### src/rtl/dts_pkg.sv
`timescale 1ns / 1ps
// ----------------------------------------------------------------------------
// dts_pkg
// Shared types and constants for the delimited token splitter.
// ----------------------------------------------------------------------------
package dts_pkg;

   // Special bytes
   localparam logic [7:0] QUOTE_BYTE     = 8'h22;
   localparam logic [7:0] BACKSLASH_BYTE = 8'h5C;
   localparam logic [7:0] SPACE_BYTE     = 8'h20;
   localparam logic [7:0] TAB_BYTE       = 8'h09;
   localparam logic [7:0] CR_BYTE        = 8'h0D;

   // Delimiter slots packed in the delimiter register
   localparam int MAX_DELIMITERS = 4;

   // Configuration register indexes
   localparam int          CSR_ADDR_W      = 2;
   localparam logic [1:0]  REG_OPTIONS     = 2'd0;
   localparam logic [1:0]  REG_DELIM_CHARS = 2'd1;
   localparam logic [1:0]  REG_DELIM_COUNT = 2'd2;

   // Option bits
   localparam int OPT_QUOTES      = 0;
   localparam int OPT_EMPTY       = 1;
   localparam int OPT_STRIP_LEAD  = 2;
   localparam int OPT_STRIP_TRAIL = 3;
   localparam int OPT_KEEP_QUOTES = 4;
   localparam int OPT_KEEP_ESC    = 5;

   localparam logic [5:0]  OPTIONS_RESET     = 6'd1;
   localparam logic [31:0] DELIM_CHARS_RESET = 32'd32;
   localparam logic [2:0]  DELIM_COUNT_RESET = 3'd1;

   // Controller phases, in execution order
   localparam int         PHASE_W  = 3;
   localparam logic [2:0] ST_IDLE  = 3'd0;
   localparam logic [2:0] ST_BS    = 3'd1;
   localparam logic [2:0] ST_BYTE  = 3'd2;
   localparam logic [2:0] ST_END   = 3'd3;
   localparam logic [2:0] ST_XEND  = 3'd4;
   localparam logic [2:0] ST_DONE  = 3'd5;

   // Work needed by one input byte
   typedef struct packed {
      logic emit_bs;    // send a backslash first
      logic main_emit;  // send or hold the byte itself
      logic do_end;     // close the token
      logic extra_end;  // extra empty token after a final delimiter
   } dts_plan_type;

   typedef struct packed {
      logic                accept;
      logic                go;
      logic [PHASE_W-1:0]  phase;
   } dts_cmd_type;

   typedef struct packed {
      dts_plan_type plan_d;  // decode of the byte on the input
      dts_plan_type plan_q;  // decode of the byte in progress
      logic         room;    // a result can be staged this cycle
      logic         done;    // current phase finishes this cycle
   } dts_sts_type;

   typedef struct packed {
      logic [7:0] ch;
      logic       valid;
      logic       tend;
      logic       ovf;
   } dts_res_type;

endpackage

### src/rtl/dts_datapath.sv
`timescale 1ns / 1ps
// ----------------------------------------------------------------------------
// dts_datapath
// Config registers, byte decode, token state, held-whitespace shift store
// and the staging/output registers of the result stream.
// ----------------------------------------------------------------------------
module dts_datapath
   import dts_pkg::*;
#(
   parameter int HELD_SPACE_DEPTH = 8
) (
   input  logic                  clock,
   input  logic                  reset,
   input  dts_cmd_type           cmd,
   output dts_sts_type           sts,
   input  logic [7:0]            req_tdata,
   input  logic                  req_tlast,
   output logic                  rsp_tvalid,
   input  logic                  rsp_tready,
   output logic [7:0]            rsp_tdata,
   output logic [2:0]            rsp_tuser,
   output logic                  rsp_tlast,
   input  logic                  csr_we,
   input  logic [CSR_ADDR_W-1:0] csr_addr,
   input  logic [31:0]           csr_wdata
);

   localparam int CW = $clog2(HELD_SPACE_DEPTH + 1);

   function automatic logic is_ws(input logic [7:0] c);
      return (c == SPACE_BYTE) || (c >= TAB_BYTE && c <= CR_BYTE);
   endfunction

   function automatic logic is_delim(input logic [7:0] c, input logic [31:0] chars,
                                     input logic [2:0] cnt);
      logic hit;
      hit = 1'b0;
      for (int i = 0; i < MAX_DELIMITERS; i++) begin
         if (3'(i) < cnt && chars[8*i +: 8] != 8'd0 && chars[8*i +: 8] == c) begin
            hit = 1'b1;
         end
      end
      return hit;
   endfunction

   // Configuration
   logic [5:0]  opt_ff;
   logic [31:0] dchars_ff;
   logic [2:0]  dcount_ff;

   // Byte in progress
   logic [7:0]   char_ff;
   dts_plan_type plan_ff;

   // Token state
   logic inq_ff, start_ff, tok_ff, pend_ff;

   // Held whitespace
   logic [7:0]    held_ff [HELD_SPACE_DEPTH];
   logic [7:0]    held_in [HELD_SPACE_DEPTH];
   logic [7:0]    shifted [HELD_SPACE_DEPTH];
   logic [CW-1:0] cnt_ff, cnt_in, widx;

   // Result staging and output
   dts_res_type stg_ff, out_ff, cand;
   logic        stg_valid_ff, out_valid_ff, out_last_ff;

   // Decode
   dts_plan_type plan_d;
   logic inq_n, start_n, pend_n, esc, delim_c;

   // Phase action
   logic cand_en, pop, push, clr, tok_set, end_reset, done;
   logic hold, full, empty, drop;

   always_comb begin
      esc     = pend_ff && (req_tdata == QUOTE_BYTE || req_tdata == BACKSLASH_BYTE);
      delim_c = is_delim(req_tdata, dchars_ff, dcount_ff);
      plan_d  = '0;
      inq_n   = inq_ff;
      start_n = start_ff;
      pend_n  = 1'b0;
      if (pend_ff) begin
         plan_d.emit_bs = esc ? opt_ff[OPT_KEEP_ESC] : 1'b1;
      end
      if (esc) begin
         plan_d.main_emit = 1'b1;
         start_n          = 1'b0;
      end else if (!inq_ff && delim_c) begin
         plan_d.do_end = 1'b1;
      end else if (opt_ff[OPT_QUOTES] && req_tdata == QUOTE_BYTE) begin
         plan_d.main_emit = opt_ff[OPT_KEEP_QUOTES];
         inq_n            = !inq_ff;
      end else if (inq_ff && req_tdata == BACKSLASH_BYTE && !req_tlast) begin
         pend_n  = 1'b1;
         start_n = 1'b0;
      end else if (!inq_ff && opt_ff[OPT_STRIP_LEAD] && start_ff && is_ws(req_tdata)) begin
         plan_d.main_emit = 1'b0;
      end else begin
         start_n          = 1'b0;
         plan_d.main_emit = 1'b1;
      end
      if (req_tlast) begin
         plan_d.do_end = 1'b1;
      end
      plan_d.extra_end = req_tlast && opt_ff[OPT_EMPTY] && delim_c;
   end

   // At most one result and one store update per cycle of a phase, applied only while cmd.go is set
   always_comb begin
      hold      = opt_ff[OPT_STRIP_TRAIL] && is_ws(char_ff);
      full      = (cnt_ff == CW'(HELD_SPACE_DEPTH));
      empty     = (cnt_ff == '0);
      drop      = opt_ff[OPT_STRIP_TRAIL] && !inq_ff;
      cand      = '0;
      cand_en   = 1'b0;
      pop       = 1'b0;
      push      = 1'b0;
      clr       = 1'b0;
      tok_set   = 1'b0;
      end_reset = 1'b0;
      done      = 1'b0;
      unique case (cmd.phase)
         ST_BS: begin
            cand_en = 1'b1;
            tok_set = 1'b1;
            done    = empty;
            if (!empty) begin
               cand = '{ch: held_ff[0], valid: 1'b1, tend: 1'b0, ovf: 1'b0};
               pop  = 1'b1;
            end else begin
               cand = '{ch: BACKSLASH_BYTE, valid: 1'b1, tend: 1'b0, ovf: 1'b0};
            end
         end
         ST_BYTE: begin
            if (hold) begin
               done = 1'b1;
               push = 1'b1;
               if (full) begin
                  cand    = '{ch: held_ff[0], valid: 1'b1, tend: 1'b0, ovf: 1'b1};
                  cand_en = 1'b1;
                  pop     = 1'b1;
                  tok_set = 1'b1;
               end
            end else begin
               cand_en = 1'b1;
               tok_set = 1'b1;
               done    = empty;
               if (!empty) begin
                  cand = '{ch: held_ff[0], valid: 1'b1, tend: 1'b0, ovf: 1'b0};
                  pop  = 1'b1;
               end else begin
                  cand = '{ch: char_ff, valid: 1'b1, tend: 1'b0, ovf: 1'b0};
               end
            end
         end
         ST_END: begin
            if (!drop && !empty) begin
               cand    = '{ch: held_ff[0], valid: 1'b1, tend: 1'b0, ovf: 1'b0};
               cand_en = 1'b1;
               pop     = 1'b1;
               tok_set = 1'b1;
            end else begin
               cand      = '{ch: 8'd0, valid: 1'b0, tend: 1'b1, ovf: 1'b0};
               cand_en   = tok_ff || opt_ff[OPT_EMPTY];
               clr       = 1'b1;
               end_reset = 1'b1;
               done      = 1'b1;
            end
         end
         ST_XEND: begin
            cand    = '{ch: 8'd0, valid: 1'b0, tend: 1'b1, ovf: 1'b0};
            cand_en = 1'b1;
            done    = 1'b1;
         end
         ST_DONE: begin
            done = 1'b1;
         end
         default: begin
            done = 1'b0;
         end
      endcase
   end

   // Shift store: entry 0 is the oldest byte
   always_comb begin
      for (int i = 0; i < HELD_SPACE_DEPTH - 1; i++) begin
         shifted[i] = held_ff[i+1];
      end
      shifted[HELD_SPACE_DEPTH-1] = held_ff[HELD_SPACE_DEPTH-1];
      widx = (cmd.go && pop) ? cnt_ff - CW'(1) : cnt_ff;
      for (int i = 0; i < HELD_SPACE_DEPTH; i++) begin
         held_in[i] = (cmd.go && pop) ? shifted[i] : held_ff[i];
         if (cmd.go && push && widx == CW'(i)) begin
            held_in[i] = char_ff;
         end
      end
      cnt_in = cnt_ff;
      if (cmd.go) begin
         if (clr) begin
            cnt_in = '0;
         end else begin
            cnt_in = cnt_ff + CW'(push) - CW'(pop);
         end
      end
   end

   always_ff @(posedge clock) begin
      held_ff <= held_in;
   end

   always_ff @(posedge clock) begin
      if (reset) begin
         opt_ff    <= OPTIONS_RESET;
         dchars_ff <= DELIM_CHARS_RESET;
         dcount_ff <= DELIM_COUNT_RESET;
      end else if (csr_we) begin
         unique case (csr_addr)
            REG_OPTIONS:     opt_ff    <= csr_wdata[5:0];
            REG_DELIM_CHARS: dchars_ff <= csr_wdata;
            REG_DELIM_COUNT: dcount_ff <= csr_wdata[2:0];
            default: begin
            end
         endcase
      end
   end

   always_ff @(posedge clock) begin
      if (cmd.accept) begin
         char_ff <= req_tdata;
         plan_ff <= plan_d;
      end
   end

   always_ff @(posedge clock) begin
      if (reset) begin
         inq_ff   <= 1'b0;
         start_ff <= 1'b1;
         tok_ff   <= 1'b0;
         pend_ff  <= 1'b0;
         cnt_ff   <= '0;
      end else begin
         cnt_ff <= cnt_in;
         if (cmd.accept) begin
            inq_ff   <= inq_n;
            start_ff <= start_n;
            pend_ff  <= pend_n;
         end
         if (cmd.go && tok_set) begin
            tok_ff <= 1'b1;
         end
         if (cmd.go && end_reset) begin
            inq_ff   <= 1'b0;
            start_ff <= 1'b1;
            tok_ff   <= 1'b0;
            pend_ff  <= 1'b0;
         end
      end
   end

   // Results pass through a one-deep stage so the final one can be tagged
   always_ff @(posedge clock) begin
      if (reset) begin
         stg_valid_ff <= 1'b0;
         out_valid_ff <= 1'b0;
      end else begin
         if (cmd.go && cand_en) begin
            if (stg_valid_ff) begin
               out_ff      <= stg_ff;
               out_last_ff <= 1'b0;
            end
            stg_ff       <= cand;
            stg_valid_ff <= 1'b1;
         end
         if (cmd.go && cmd.phase == ST_DONE && stg_valid_ff) begin
            out_ff       <= stg_ff;
            out_last_ff  <= 1'b1;
            stg_valid_ff <= 1'b0;
         end
         if (cmd.go && stg_valid_ff && (cand_en || cmd.phase == ST_DONE)) begin
            out_valid_ff <= 1'b1;
         end else if (out_valid_ff && rsp_tready) begin
            out_valid_ff <= 1'b0;
         end
      end
   end

   assign sts.plan_d = plan_d;
   assign sts.plan_q = plan_ff;
   assign sts.room   = !stg_valid_ff || !out_valid_ff || rsp_tready;
   assign sts.done   = done;

   assign rsp_tvalid = out_valid_ff;
   assign rsp_tdata  = out_ff.ch;
   assign rsp_tuser  = {out_ff.ovf, out_ff.tend, out_ff.valid};
   assign rsp_tlast  = out_last_ff;

   a_cnt_bound: assert property (@(posedge clock) disable iff (reset)
      cnt_ff <= CW'(HELD_SPACE_DEPTH))
      else $error("held count beyond store depth");

   a_end_mark_empty: assert property (@(posedge clock) disable iff (reset)
      out_valid_ff && out_ff.tend |-> !out_ff.valid && out_ff.ch == 8'd0)
      else $error("token end carries a byte");

   a_stage_empty_idle: assert property (@(posedge clock) disable iff (reset)
      cmd.phase == ST_IDLE |-> !stg_valid_ff)
      else $error("staged result left behind between bytes");

endmodule

### src/rtl/dts_ctrl.sv
`timescale 1ns / 1ps
// ----------------------------------------------------------------------------
// dts_ctrl
// Phase sequencer: walks the work of one byte, at most one result per cycle while the output has room.
// ----------------------------------------------------------------------------
module dts_ctrl
   import dts_pkg::*;
(
   input  logic        clock,
   input  logic        reset,
   input  logic        req_tvalid,
   output logic        req_tready,
   input  dts_sts_type sts,
   output dts_cmd_type cmd
);

   logic [PHASE_W-1:0] state_ff, state_in;
   logic               accept, go;

   // first enabled phase after cur
   function automatic logic [PHASE_W-1:0] next_phase(input logic [PHASE_W-1:0] cur,
                                                     input dts_plan_type p);
      logic [PHASE_W-1:0] nxt;
      nxt = ST_DONE;
      if (cur < ST_XEND && p.extra_end) nxt = ST_XEND;
      if (cur < ST_END && p.do_end) nxt = ST_END;
      if (cur < ST_BYTE && p.main_emit) nxt = ST_BYTE;
      if (cur < ST_BS && p.emit_bs) nxt = ST_BS;
      return nxt;
   endfunction

   assign req_tready = (state_ff == ST_IDLE);
   assign accept     = req_tvalid && req_tready;
   assign go         = (state_ff != ST_IDLE) && sts.room;

   always_comb begin
      state_in = state_ff;
      unique case (state_ff) inside
         ST_IDLE: begin
            if (accept) state_in = next_phase(ST_IDLE, sts.plan_d);
         end
         ST_BS, ST_BYTE, ST_END, ST_XEND: begin
            if (go && sts.done) state_in = next_phase(state_ff, sts.plan_q);
         end
         ST_DONE: begin
            if (go) state_in = ST_IDLE;
         end
         default: begin
            state_in = ST_IDLE;
         end
      endcase
   end

   always_ff @(posedge clock) begin
      if (reset) begin
         state_ff <= ST_IDLE;
      end else begin
         state_ff <= state_in;
      end
   end

   assign cmd.accept = accept;
   assign cmd.go     = go;
   assign cmd.phase  = state_ff;

   a_accept_starts: assert property (@(posedge clock) disable iff (reset)
      accept |=> state_ff != ST_IDLE)
      else $error("accepted byte not started");

   a_done_returns: assert property (@(posedge clock) disable iff (reset)
      state_ff == ST_DONE && sts.room |=> state_ff == ST_IDLE)
      else $error("closing phase did not return to idle");

   a_stall_holds: assert property (@(posedge clock) disable iff (reset)
      state_ff != ST_IDLE && !sts.room |=> state_ff == $past(state_ff))
      else $error("phase moved while output stalled");

endmodule

### src/rtl/delimited_token_splitter_unit.sv
`timescale 1ns / 1ps
// A byte transfers only in idle; each of its results goes through the stage and
//   output registers, the tlast result in the cycle after the closing phase.
// The next byte is taken once the controller is back in idle; a byte gives up to
//   depth + 4 results, and a held push or an unreported token end gives none.
// Reset: synchronous, active high; config returns to defaults, token state and
//   held count clear, held store contents are left as they are.
// ----------------------------------------------------------------------------
// delimited_token_splitter_unit
// Splits a byte stream into tokens on a configurable delimiter set, with
// quote grouping, escapes, whitespace stripping and empty-token reporting.
// ----------------------------------------------------------------------------
module delimited_token_splitter_unit
   import dts_pkg::*;
#(
   parameter int HELD_SPACE_DEPTH = 8   // trailing-whitespace store, 1..64
) (
   input  logic                  clock,
   input  logic                  reset,
   // input bytes
   input  logic                  req_tvalid,
   output logic                  req_tready,
   input  logic [7:0]            req_tdata,   // [7:0] char_in
   input  logic                  req_tlast,   // last_char
   // results
   output logic                  rsp_tvalid,
   input  logic                  rsp_tready,
   output logic [7:0]            rsp_tdata,   // [7:0] out_char
   output logic [2:0]            rsp_tuser,   // [0] char_valid [1] token_end
                                              // [2] strip_overflow
   output logic                  rsp_tlast,   // last_of_run
   // configuration writes
   input  logic                  csr_we,
   input  logic [CSR_ADDR_W-1:0] csr_addr,    // 0 options, 1 delim chars, 2 delim count
   input  logic [31:0]           csr_wdata
);

   // Controller and datapath talk only through these two bundles.
   dts_cmd_type cmd;
   dts_sts_type sts;

   // Controller: idle -> [backslash] -> [byte] -> [token end] -> [extra end]
   // -> done. Phases that flush held whitespace loop one byte per cycle.
   // Any phase cycle stalls while the stage and output register are both full and rsp_tready is low.
   dts_ctrl u_ctrl (
      .clock      (clock),
      .reset      (reset),
      .req_tvalid (req_tvalid),
      .req_tready (req_tready),
      .sts        (sts),
      .cmd        (cmd)
   );

   // Datapath: decodes the byte at transfer, keeps the token state and the
   // whitespace shift store, and stages each result one deep so the last
   // result of a byte can carry tlast once the closing phase is reached.
   dts_datapath #(
      .HELD_SPACE_DEPTH (HELD_SPACE_DEPTH)
   ) u_dp (
      .clock      (clock),
      .reset      (reset),
      .cmd        (cmd),
      .sts        (sts),
      .req_tdata  (req_tdata),
      .req_tlast  (req_tlast),
      .rsp_tvalid (rsp_tvalid),
      .rsp_tready (rsp_tready),
      .rsp_tdata  (rsp_tdata),
      .rsp_tuser  (rsp_tuser),
      .rsp_tlast  (rsp_tlast),
      .csr_we     (csr_we),
      .csr_addr   (csr_addr),
      .csr_wdata  (csr_wdata)
   );

endmodule
### config.mk
export PLATFORM = sky130hd
export DESIGN_NAME = delimited_token_splitter_unit
export DESIGN_NICKNAME = d
export VERILOG_FILES = /design/src/rtl/dts_pkg.sv /design/src/rtl/dts_datapath.sv /design/src/rtl/dts_ctrl.sv /design/src/rtl/delimited_token_splitter_unit.sv
export SDC_FILE = /design/constraint.sdc
export NUM_CORES = 1
export LEC_CHECK = 0
export BUFFER_PORTS_ARGS = -buffer_cell sky130_fd_sc_hd__buf_4
export CORE_UTILIZATION = 54
export CTS_CLUSTER_SIZE = 16
export DETAILED_ROUTE_END_ITERATION = 8
export MAX_ROUTING_LAYER = met4
export PLACE_DENSITY = 0.85
export SYNTH_ARGS = -nofsm -noshare
export SYNTH_HDL_FRONTEND = slang
export SYNTH_SLANG_ARGS = --single-unit
### constraint.sdc
create_clock -name clock -period 3.3 [get_ports clock]
set_input_delay 0.165 -clock clock [delete_from_list [all_inputs] [get_ports clock]]
set_output_delay 0.165 -clock clock [all_outputs]
set_load 0.05 [all_outputs]
==> results.tsv <==
metric	value	unit
hold crit path type	in -> reg	
Final Hold Viols	0	
Final Skew	7.56	ps
hpwl dp	10800	microns
Detailed Route Iter0 Violations	414	
reg2reg end	u_dp.held_ff[9]	
syn_nets	706	
most frequent cells in the layout	edfxtp_1, buf_4, nand2_1	
commonest non-fill, non-tap cell in the layout	edfxtp_1	
R2R depth	8	
Num CTS Buffers	17	
routed len/inst	17.4	microns
CTS root buffer	clkbuf_16	
clock slew at reported path FFs	60	ps
vias in the first global route	5271	
die area	14200	sq um
Synth Warn #	0	
via count	5421	
Pwr per Cell Area	568	nW/um^2
overall power	0.00521	W
clock insertion delay at the later pin of the skew report	430	ps
fill count	869	
final setup vio count	0	
I/O Pins	62	
Multi-input gate area	3210	sq um
clock tree sinks	152	
GRT Util Overall	24.9	%
Arr. time, crit path	3380	ps
dpl ws	-1.41	ps
Slew Viols, Final	0	
share of layout cells above drive strength 1	24.7	%
vias per cell	5.71	
share of async-settable or async-resettable flops after synthesis	0	%
Seq cells post-synth	152	
area grow syn2layout	24.0	%
Die Span X	119	microns
initial antenna violation count	0	
CTS tree	done	
final worst setup slack	96.2	ps
status	finished, final reports clean	
peak supply drop	0.000440	V
htree depth	4	
Post-synth EDFFs	98	
ANT cells	0	
Syn Inst Count	647	
worst reg2reg setup slack	100	ps
RD Place Congestion	0.884	
leakage power	3.42	nW
first-pass GRT wire length	26500	microns
Reg-to-Reg Start	u_dp.char_ff[2]	
CP Capture Point	u_dp.held_ff[9]	
CTS Buffer Depth	2	
Avg Inst Size Synth	11.4	sq um
DR pass1 iterations	5	
total gr overflow	0	
CP Data Required Time	3480	ps
remaining antenna violation count after routing	0	
cell taking the most area after synthesis	edfxtp_1	
overall die height	119	microns
Worst slew margin	24.0	%
largest net degree at the start of global routing	56	
startpoint type of the worst setup path	flip-flop	
min cycle time layout	3200	ps
total core area	13300	sq um
Post-Synthesis Cell Area	7390	sq um
# DRC	0	
CP startpoint	u_dp.char_ff[2]	
MaxCap Viol Count	0	
sequential cell area	4030	sq um
routed wire length	16500	microns
# rows	42	
prevailing post-synth register cell	edfxtp_1	
sequential-to-total area share from yosys stat	54.5	%
Worst-Margin Slew	1140	ps
nets@finish	819	
input/output buffers	61	
RSZ-0062 raised after global routing	true	
Max FO, Critical Path	9	
element type at the critical path end	flip-flop	
fmax	312	MHz
main area contributors after synthesis	edfxtp_1, dfxtp_1, nand2_1	
post-synth top area share	39.8	%
Distinct cells, synth	75	
ratio of final minimum period to clock period	97.1	%
Crit Path Class	reg -> reg	
Hold Worst Slack	27.2	ps
Initial Util	55.6	%
cell type report:
type	instances	share of cell area, %
flip-flops and latches	152	43.9
clock buffers	17	4.64
multi-input cells	446	35.0
clock inverters	15	1.80
inverters	15	0.669
well taps	176	2.40
repair buffers	128	11.5
where the power goes:
part / internal, W / switching (W)
clock network: 0.00113 / 0.000817
logic: 0.000369 / 0.000658
registers: 0.00217 / 0.0000631
sequential cells by signal (all words and copies together) (netlist names):
register,cells
u_dp.opt_ff,6
u_dp.rsp_tvalid,1
u_dp.dcount_ff,3
u_dp.rsp_tuser,3
u_ctrl.state_ff,3
u_dp.stg_valid_ff,1
u_dp.cnt_ff,4
u_dp.stg_ff,11
u_dp.rsp_tdata,8
u_dp.char_ff,8
u_dp.dchars_ff,32
u_dp.sts,3
u_dp.rsp_tlast,1
u_dp.tok_ff,1
u_dp.held_ff,64
u_dp.pend_ff,1
u_dp.start_ff,1
u_dp.inq_ff,1
cell usage after synthesis, types with 4 or more instances:
library cell / instances
nor2_1: 39
a22o_1: 4
nand2b_1: 5
nor2b_1: 20
a22oi_1: 4
and3_1: 4
nor4_1: 12
mux2_4: 20
and2_1: 17
mux2_1: 10
ha_1: 10
o211ai_1: 4
a211oi_1: 5
clkbuf_1: 28
nor3_1: 16
mux2i_1: 6
a21oi_1: 54
xor2_1: 28
or2_2: 5
dfxtp_1: 54
nand2_1: 87
o21ai_0: 10
inv_1: 14
mux2_2: 5
nand3b_1: 6
edfxtp_1: 98
nand4_1: 5
cell families (layout without fill, tap and decap cells):
kind of cell,Yosys count,count (layout),synth area share [%]
AND/OR/NAND/NOR,241,241,16.7
flip-flops,152,152,54.5
AO/OA/AOI/OAI,122,122,13.2
buffers and inverters,49,175,2.79
multiplexers,41,41,7.16
XOR/XNOR,31,31,3.68
adder cells (fa/ha/maj),11,11,1.96
through the flow:
step	instance area, sq um	cells	util [%]	setup TNS, ps
2_1_floorplan	7390	647	-	0
5_1_grt	9160	949	68.9	-412
3_3_place_gp	8120	877	61.1	0
3_5_place_dp	8120	877	61.1	-2.28
4_1_cts	9050	943	68.1	0
6_report	9160	949	68.9	0
critical path: stages (launching register included):
cell      delay (ps)
edfxtp_1         420
buf_4            170
or3b_2           490
nor2_4           140
o21ai_2          120
or4_1            540
a311oi_4         460
o22ai_4          250
mux2_4           350
how the worst min path moves through the flow:
| stage | from | end | slack [ps] | cells after the start |
|---|---|---|---|---|
| final | req_tdata[6] | u_dp.char_ff[6] | 30 | 1 |
| after floorplan | req_tdata[0] | u_dp.char_ff[0] | 260 | 0 |
| after global routing | req_tdata[4] | u_dp.char_ff[4] | 20 | 1 |
| after global placement | csr_wdata[0] | u_dp.opt_ff[0] | 390 | 2 |
| after CTS | req_tdata[6] | u_dp.char_ff[6] | 0.7 | 1 |
| after detailed placement | csr_wdata[0] | u_dp.opt_ff[0] | 400 | 2 |
per-layer routing:
layer  vias up  GRT usage [%]  wire length (microns)
li1       2578              -                      -
met1      2611           29.5                   6980
met2       194           40.9                   8320
met3        38           5.56                    833
met4         0           10.6                    388
met5         -              -                      0
what timing repair did:
item,CTS,global route
hold buffers,33,0
endpoints found under the setup margin,13,89
endpoints found under the hold margin,40,0
pin swaps,2,7
setup buffers,1,6
resized for setup,0,14
cloned,0,0
(Power assumes the default switching activity.)
